$ cat config.mk
export PLATFORM = sky130hd
export DESIGN_NAME = turtle_graphics_canvas_engine
export DESIGN_NICKNAME = d
export VERILOG_FILES = /design/src/sv/tgc_pkg.sv /design/src/sv/turtle_graphics_canvas_engine.sv
export SDC_FILE = /design/constraint.sdc
export NUM_CORES = 2
export LEC_CHECK = 0
export BUFFER_PORTS_ARGS = -buffer_cell sky130_fd_sc_hd__buf_4
export CAP_MARGIN = 20
export CORE_UTILIZATION = 40
export DETAILED_ROUTE_END_ITERATION = 8
export HOLD_SLACK_MARGIN = 0.08
export PLACE_DENSITY = 0.59
export REMOVE_ABC_BUFFERS = 1
export SETUP_SLACK_MARGIN = 0.02
export SYNTH_ARGS = -nofsm -noshare
export SYNTH_HDL_FRONTEND = slang
export SYNTH_SLANG_ARGS = --single-unit
export TNS_END_PERCENT = 1
$ cat constraint.sdc
create_clock -name clock -period 9.1 [get_ports clock]
set_clock_uncertainty 0.1 [all_clocks]
set_input_delay 0.91 -clock clock [delete_from_list [all_inputs] [get_ports clock]]
set_output_delay 0.91 -clock clock [all_outputs]
set_load 0.02 [all_outputs]
$ cat src/sv/tgc_pkg.sv
// ----------------------------------------------------------------------------
// tgc_pkg
// Shared constants for the turtle graphics canvas engine: field widths,
// command codes and heading codes.
// ----------------------------------------------------------------------------
package tgc_pkg;

   localparam int GRID_DEFAULT = 32;

   // word fields
   localparam int CMD_W       = 3;
   localparam int DIST_W      = 8;
   localparam int ROW_IDX_W   = 5;
   localparam int CELLS_W     = 32;
   localparam int REQ_TDATA_W = 16;
   localparam int RSP_TDATA_W = 40;

   // commands
   localparam logic [CMD_W-1:0] CMD_PEN_UP   = 3'd0;
   localparam logic [CMD_W-1:0] CMD_PEN_DOWN = 3'd1;
   localparam logic [CMD_W-1:0] CMD_RIGHT    = 3'd2;
   localparam logic [CMD_W-1:0] CMD_LEFT     = 3'd3;
   localparam logic [CMD_W-1:0] CMD_MOVE     = 3'd4;
   localparam logic [CMD_W-1:0] CMD_DUMP     = 3'd5;

   // headings, clockwise
   localparam logic [1:0] HEAD_RIGHT = 2'd0;
   localparam logic [1:0] HEAD_DOWN  = 2'd1;
   localparam logic [1:0] HEAD_LEFT  = 2'd2;
   localparam logic [1:0] HEAD_UP    = 2'd3;

endpackage

$ cat src/sv/turtle_graphics_canvas_engine.sv
// Pen and turn commands finish without leaving idle; a horizontal move with the pen down
// does one read-modify-write of a single row, read in idle and written in ST_HWR; a
// vertical move with the pen down walks one canvas row per cycle, writing each row while
// reading the next. A dump moves each row through the read register into the output
// register, one row per cycle while rsp_tready is high. req_tready is low while a command
// is busy. Reset: position 0,0, heading right, pen up, all row-valid flags cleared.
// ----------------------------------------------------------------------------
// turtle_graphics_canvas_engine
// Turtle graphics engine over a GRID x GRID one-bit canvas held in a
// synchronous memory, with row dumps on a streaming output.
// ----------------------------------------------------------------------------
module turtle_graphics_canvas_engine
   import tgc_pkg::*;
#(
   parameter int GRID = GRID_DEFAULT
) (
   input  logic                   clock,
   input  logic                   reset,
   input  logic                   req_tvalid,
   output logic                   req_tready,
   input  logic [REQ_TDATA_W-1:0] req_tdata,  // [2:0] command, [10:3] distance, rest zero
   output logic                   rsp_tvalid,
   input  logic                   rsp_tready,
   output logic [RSP_TDATA_W-1:0] rsp_tdata,  // [4:0] row_index, [36:5] row_cells, rest zero
   output logic                   rsp_tlast
);

   localparam int PosW      = (GRID > 1) ? $clog2(GRID) : 1;
   localparam int IdxWideW  = (PosW > ROW_IDX_W) ? PosW : ROW_IDX_W;
   localparam int CellWideW = (GRID > CELLS_W) ? GRID : CELLS_W;
   localparam logic [PosW-1:0] LastPos = PosW'(GRID - 1);

   typedef enum logic [3:0] {
      ST_IDLE = 4'b0001,
      ST_HWR  = 4'b0010,
      ST_VWR  = 4'b0100,
      ST_DUMP = 4'b1000
   } state_type;

   state_type         state_ff, state_in;
   logic [PosW-1:0]   pos_row_ff, pos_row_in;
   logic [PosW-1:0]   pos_col_ff, pos_col_in;
   logic [1:0]        heading_ff, heading_in;
   logic              pen_ff, pen_in;
   logic [PosW-1:0]   walk_ff, walk_in;   // row being walked or dumped
   logic [PosW-1:0]   cnt_ff, cnt_in;
   logic [PosW-1:0]   lo_ff, lo_in;
   logic [PosW-1:0]   hi_ff, hi_in;

   logic [GRID-1:0]   canvas_ff [GRID];
   logic [GRID-1:0]   valid_ff;
   logic [GRID-1:0]   rd_data_ff;
   logic              rd_vld_ff;

   logic              rsp_valid_ff, rsp_valid_in;
   logic [ROW_IDX_W-1:0] rsp_idx_ff, rsp_idx_in;
   logic [CELLS_W-1:0]   rsp_cells_ff, rsp_cells_in;
   logic              rsp_last_ff, rsp_last_in;

   logic [CMD_W-1:0]  cmd;
   logic [DIST_W-1:0] distance;
   logic              accept;
   logic [PosW-1:0]   room;
   logic [PosW-1:0]   steps;
   logic              rd_en;
   logic [PosW-1:0]   rd_addr;
   logic              wr_en;
   logic [PosW-1:0]   wr_addr;
   logic [GRID-1:0]   wr_data;
   logic [GRID-1:0]   old_row;
   logic [GRID-1:0]   hmask;
   logic [GRID-1:0]   col_bit;
   logic              slot_free;
   logic              load;
   logic [IdxWideW-1:0]  idx_wide;
   logic [CellWideW-1:0] cells_wide;

   assign cmd       = req_tdata[CMD_W-1:0];
   assign distance  = req_tdata[CMD_W +: DIST_W];
   assign req_tready = (state_ff == ST_IDLE);
   assign accept    = req_tvalid && req_tready;
   assign slot_free = !rsp_valid_ff || rsp_tready;
   assign old_row   = rd_vld_ff ? rd_data_ff : '0;
   assign col_bit   = GRID'(1) << pos_col_ff;

   always_comb begin
      case (heading_ff)
         HEAD_RIGHT: room = LastPos - pos_col_ff;
         HEAD_DOWN:  room = LastPos - pos_row_ff;
         HEAD_LEFT:  room = pos_col_ff;
         default:    room = pos_row_ff;
      endcase
      steps = (distance < DIST_W'(room)) ? PosW'(distance) : room;
   end

   always_comb begin
      for (int c = 0; c < GRID; c++) begin
         hmask[c] = (PosW'(c) >= lo_ff) && (PosW'(c) <= hi_ff);
      end
   end

   always_comb begin
      state_in   = state_ff;
      pos_row_in = pos_row_ff;
      pos_col_in = pos_col_ff;
      heading_in = heading_ff;
      pen_in     = pen_ff;
      walk_in    = walk_ff;
      cnt_in     = cnt_ff;
      lo_in      = lo_ff;
      hi_in      = hi_ff;
      rd_en      = 1'b0;
      rd_addr    = walk_ff;
      wr_en      = 1'b0;
      wr_addr    = walk_ff;
      wr_data    = old_row | col_bit;
      load       = 1'b0;
      case (state_ff)
         ST_IDLE: begin
            if (accept) begin
               case (cmd)
                  CMD_PEN_UP:   pen_in = 1'b0;
                  CMD_PEN_DOWN: pen_in = 1'b1;
                  CMD_RIGHT:    heading_in = heading_ff + 2'd1;
                  CMD_LEFT:     heading_in = heading_ff - 2'd1;
                  CMD_MOVE: begin
                     case (heading_ff)
                        HEAD_RIGHT: begin
                           pos_col_in = pos_col_ff + steps;
                           lo_in      = pos_col_ff + PosW'(1);
                           hi_in      = pos_col_ff + steps;
                        end
                        HEAD_LEFT: begin
                           pos_col_in = pos_col_ff - steps;
                           lo_in      = pos_col_ff - steps;
                           hi_in      = pos_col_ff - PosW'(1);
                        end
                        HEAD_DOWN: begin
                           pos_row_in = pos_row_ff + steps;
                           walk_in    = pos_row_ff + PosW'(1);
                        end
                        default: begin
                           pos_row_in = pos_row_ff - steps;
                           walk_in    = pos_row_ff - PosW'(1);
                        end
                     endcase
                     cnt_in = steps;
                     if (pen_ff && (steps != '0)) begin
                        rd_en = 1'b1;
                        if (heading_ff == HEAD_RIGHT || heading_ff == HEAD_LEFT) begin
                           rd_addr  = pos_row_ff;
                           state_in = ST_HWR;
                        end else begin
                           rd_addr  = walk_in;
                           state_in = ST_VWR;
                        end
                     end
                  end
                  CMD_DUMP: begin
                     walk_in  = '0;
                     rd_en    = 1'b1;
                     rd_addr  = '0;
                     state_in = ST_DUMP;
                  end
                  default: ;
               endcase
            end
         end
         ST_HWR: begin
            wr_en    = 1'b1;
            wr_addr  = pos_row_ff;
            wr_data  = old_row | hmask;
            state_in = ST_IDLE;
         end
         ST_VWR: begin
            // write this row while reading the next; rows differ, so no hazard
            wr_en = 1'b1;
            if (cnt_ff == PosW'(1)) begin
               state_in = ST_IDLE;
            end else begin
               walk_in = (heading_ff == HEAD_DOWN) ? walk_ff + PosW'(1)
                                                   : walk_ff - PosW'(1);
               cnt_in  = cnt_ff - PosW'(1);
               rd_en   = 1'b1;
               rd_addr = walk_in;
            end
         end
         ST_DUMP: begin
            if (slot_free) begin
               load = 1'b1;
               if (walk_ff == LastPos) begin
                  state_in = ST_IDLE;
               end else begin
                  walk_in = walk_ff + PosW'(1);
                  rd_en   = 1'b1;
                  rd_addr = walk_in;
               end
            end
         end
         default: state_in = ST_IDLE;
      endcase
   end

   always_comb begin
      idx_wide               = '0;
      idx_wide[PosW-1:0]     = walk_ff;
      cells_wide             = '0;
      cells_wide[GRID-1:0]   = old_row;
      rsp_idx_in   = load ? idx_wide[ROW_IDX_W-1:0] : rsp_idx_ff;
      rsp_cells_in = load ? cells_wide[CELLS_W-1:0] : rsp_cells_ff;
      rsp_last_in  = load ? (walk_ff == LastPos) : rsp_last_ff;
      rsp_valid_in = load ? 1'b1 : (rsp_tready ? 1'b0 : rsp_valid_ff);
   end

   always_ff @(posedge clock) begin
      if (reset) begin
         state_ff     <= ST_IDLE;
         pos_row_ff   <= '0;
         pos_col_ff   <= '0;
         heading_ff   <= HEAD_RIGHT;
         pen_ff       <= 1'b0;
         valid_ff     <= '0;
         rsp_valid_ff <= 1'b0;
      end else begin
         state_ff     <= state_in;
         pos_row_ff   <= pos_row_in;
         pos_col_ff   <= pos_col_in;
         heading_ff   <= heading_in;
         pen_ff       <= pen_in;
         rsp_valid_ff <= rsp_valid_in;
         if (wr_en) begin
            valid_ff[wr_addr] <= 1'b1;
         end
      end
   end

   always_ff @(posedge clock) begin
      walk_ff      <= walk_in;
      cnt_ff       <= cnt_in;
      lo_ff        <= lo_in;
      hi_ff        <= hi_in;
      rsp_idx_ff   <= rsp_idx_in;
      rsp_cells_ff <= rsp_cells_in;
      rsp_last_ff  <= rsp_last_in;
   end

   // canvas memory, one row per entry, registered read
   always_ff @(posedge clock) begin
      if (wr_en) begin
         canvas_ff[wr_addr] <= wr_data;
      end
      if (rd_en) begin
         rd_data_ff <= canvas_ff[rd_addr];
         rd_vld_ff  <= valid_ff[rd_addr];
      end
   end

   always_comb begin
      rsp_tdata                          = '0;
      rsp_tdata[ROW_IDX_W-1:0]           = rsp_idx_ff;
      rsp_tdata[ROW_IDX_W +: CELLS_W]    = rsp_cells_ff;
   end

   assign rsp_tvalid = rsp_valid_ff;
   assign rsp_tlast  = rsp_last_ff;

endmodule

==> reports/results.tsv <==
stage	metric	value	unit
clocking	CTS Buf Count	117	
clocking	postcts setup bufs	0	
placement	DP HPWL	70.8	mm
clocking	H-tree Lvls	3	
drt	highest routed layer	met4	
clocking	Sink Count	1165	
drt	detailed-route via count	29885	
clocking	worst skew pair latency	0.70	ns
cells_and_area	# diodes	0	
sta	Final setup viols	0	
placement	Post-DP Area	50300	µm²
drt	DRT Wirelength	138	mm
global_route	vias in the first global route	27799	
floorplan	Ports	63	
drt	DR WL met3	11.1	mm
critical_path	Worst Setup End Kind	flop	
logic_synthesis	Seq/Total Area, Yosys	0.721	
status	status	finished, final reports clean	
placement	I/O Buffers	54	
sta	hold slack	0.373	ns
critical_path	Data arrival, critical path	8.04	ns
cells_and_area	Post-layout nets	3579	
global_route	antenna violations before repair	8	
global_route	largest net degree at the start of global routing	102	
clocking	TritonCTS clock tree	built	
power_and_ir_drop	VDD IR max	0.170	mV
floorplan	# rows	126	
logic_synthesis	cell area after synthesis	47800	µm²
global_route	GRT overflow	0	
logic_synthesis	Mapped Avg Cell Area	13.8	µm²
drt	Final ANT Viol Nets	0	
sta	setup TNS	0	ns
floorplan	Core Area	118000	µm²
critical_path	Startpoint Class	flop	
critical_path	WS Path Type	flop to flop	
drt	Metal-1 WL	60.3	mm
logic_synthesis	number of synthesized flops with an enable pin	1115	
power_and_ir_drop	power density over the cells	226	nW/µm²
clocking	post-CTS resize count	0	
clocking	Root Driver	clkbuf_16	
critical_path	CP dominant cell by count	ha_1	
critical_path	crit path cell chain	inv_1 -> ha_1 -> a2111oi_0 -> a21oi_1 -> inv_1 -> ha_1 -> or4_1 -> nor3_1 -> o21a_1 -> nor2_2 -> mux2i_1 -> ha_1 -> and3_1 -> ha_1 -> nand2b_1 -> a21oi_1 -> o21ai_1 -> o21ai_0 -> nand2_8 -> buf_12 -> mux2i_1 -> a32oi_1 -> a311oi_1 -> a2111oi_1	
logic_synthesis	Cells after Synth	3466	
drt	drc violations	0	
cells_and_area	Area Overhead vs Synth	13.6	%
global_route	Tot GR Track Use	0.225	
cells_and_area	Finished Layout Cells	5148	
clocking	Reg clk slew, reported paths	0.06	ns
sta	Worst-Margin Slew	1.11	ns
clocking	CTS Buffer Depth	3	
logic_synthesis	fraction of registers with async set/reset	0	
sta	RSZ-0062 raised after global routing	false	
drt	met2 WL post-DR	63.4	mm
placement	GP Congestion	0.868	
sta	Tmin final	7.70	ns
power_and_ir_drop	Pleak	18.3	nW
flow_run	Max Cap Viol	0	
logic_synthesis	Yosys top cell by area	edfxtp_1	
drt	Routed wire per std cell	26.8	µm
floorplan	Die ar.	121000	µm²
placement	# placed instances	4919	
drt	Vias/cell	5.81	
sta	setup ws final	1.40	ns
floorplan	Die X	348	µm
critical_path	slowest CP cell	ha_1	
logic_synthesis	flops & latches, synth	1165	
cells_and_area	layout cells sized above 1	0.112	
critical_path	family with the most delay on the worst path	compound AO/OA/AOI/OAI gates	
logic_synthesis	top post-synthesis cells by area	edfxtp_1 (70%), nand2_1 (6.2%), mux2i_1 (3.6%)	
floorplan	Starting Density	0.405	
drt	Initial DRC Count	3891	
global_route	first-pass GRT wire length	198	mm
logic_synthesis	Synth Warn #	0	
critical_path	WP buf/inv	3	
sta	fin. max-slew vios	0	
logic_synthesis	Synth Flop Type	edfxtp_1	
critical_path	Critical Path RT	9.44	ns
sta	Max Clk Rate	130	MHz
sta	Fin. Hold Viols	0	
clocking	hold buffers post-CTS	0	
cells_and_area	final instance area	54300	µm²
critical_path	Crit Path Max Fanout	76	
sta	final worst path period share	0.846	
drt	1st-pass router iterations	6	
hold_path	worst min path class	flop to flop	
floorplan	Chip Height	348	µm
critical_path	Max stage delay on crit path	0.70	ns
placement	Worst Setup Slack post-DPL	1.45	ns
logic_synthesis	Distinct cells, synth	77	
sta	Slew headroom	0.260	
logic_synthesis	area share of the largest cell type after synthesis	0.700	
## cells in the final DEF, fill, tap and decap left out, types with 7 or more instances in the layout
master     netlist  routed
a2111oi_2       29      29
a211oi_1         8       8
a21boi_0        39      39
a21boi_1        28      28
a21oi_1         44      44
a311oi_1        37      37
a31oi_1         27      27
a32oi_1        168     168
and2_1          37      35
buf_12           0      18
buf_4           16     119
buf_8            0       7
bufinv_16        0      12
clkbuf_1       124      25
clkbuf_16        0     120
clkinv_1         2      29
clkinv_2         0      21
dfxtp_1         50      50
edfxtp_1      1115    1115
ha_1            43      43
inv_1           36      36
mux2i_1        174     174
nand2_1        785     785
nand3_1        218     218
nand3b_1         7       7
nand4_1         33      33
nor2_1         166     131
nor2_4           1      36
nor2b_1          9       9
nor3_1          12      12
o211ai_1         9       9
o21ai_0         23      19
o31ai_1          8       8
or3_1            7       7
xnor2_1         18      18
xor2_1           9       9
## tightest hold or removal path, delay by kind of cell, from the launching register on
family / cells / cell delay (ns)
DFF: 1 / 0.33
and+or+nand+nor: 2 / 0.12
## routing by layer
| layer | GRT usage | vias up |
|---|---|---|
| li1 | - | 13171 |
| met4 | 0.0549 | 0 |
| met1 | 0.326 | 15162 |
| met5 | 0 | - |
| met2 | 0.355 | 1345 |
| met3 | 0.0351 | 207 |
## cell type report
class                           instances  area [µm²]
Clock buffer                          148        3140
Fill cell                           10350       63900
Inverter                               39         146
Sequential cell                      1165       34500
Tap cell                             1536        1920
Timing Repair Buffer                  149        1460
Multi-Input combinational cell       2040       12500
Clock inverter                         71         706
## worst paths after layout
path / startpoint / endpoint / slack, ns / cells after the start
max: heading_ff[0] / rd_data_ff[0] / 1.40 / 24
min: valid_ff[14] / valid_ff[14] / 0.37 / 2
max reg2reg: heading_ff[0] / rd_data_ff[0] / 1.40 / 24
min reg2reg: valid_ff[14] / valid_ff[14] / 0.37 / 2
## sequential cells by signal, indices dropped and copies added, names as in the netlist, 5 cells and up
register	flops
canvas_ff	1024
cnt_ff	5
hi_ff	5
idx_wide	5
lo_ff	5
pos_col_ff	5
pos_row_ff	5
rd_data_ff	32
rsp_cells_ff	32
rsp_idx_ff	5
valid_ff	32
## through the flow
stage | total power, mW | utilization
finish | 12.3 | 0.460
global route | 12.7 | 0.460
CTS | 12.3 | 0.458
detailed placement | 7.55 | 0.425
global placement | 7.54 | 0.425
floorplan | 7.32 | -
## Yosys cell counts (12+ instances only)
cell type     n
edfxtp_1   1115
and2_1       37
xnor2_1      18
nor3_1       12
a21boi_0     39
clkbuf_1    124
mux2i_1     174
nor2_1      166
nand2_1     785
a311oi_1     37
a31oi_1      27
inv_1        36
nand4_1      33
ha_1         43
buf_2        72
a21oi_1      44
a21boi_1     28
a32oi_1     168
nand3_1     218
dfxtp_1      50
a2111oi_2    29
buf_4        16
o21ai_0      23
## where the power goes
group / switching [mW] / internal (mW)
Sequential: 0.0202 / 5.98
Clock: 2.06 / 2.78
Combinational: 1.01 / 0.450
## logic make-up (layout without fill, tap and decap cells)
family	Yosys count	count (layout)	synth area share
adders and majority gates	47	47	0.0129
AOI/OAI and AO/OA	478	478	0.0822
muxes	176	176	0.0369
DFF	1165	1165	0.721
xor gates and xnor gates	27	27	0.00494
and+or+nand+nor	1309	1309	0.117
other	1	3	0.0000784
buffers and inverters	263	407	0.0249
(Power assumes the default switching activity.)
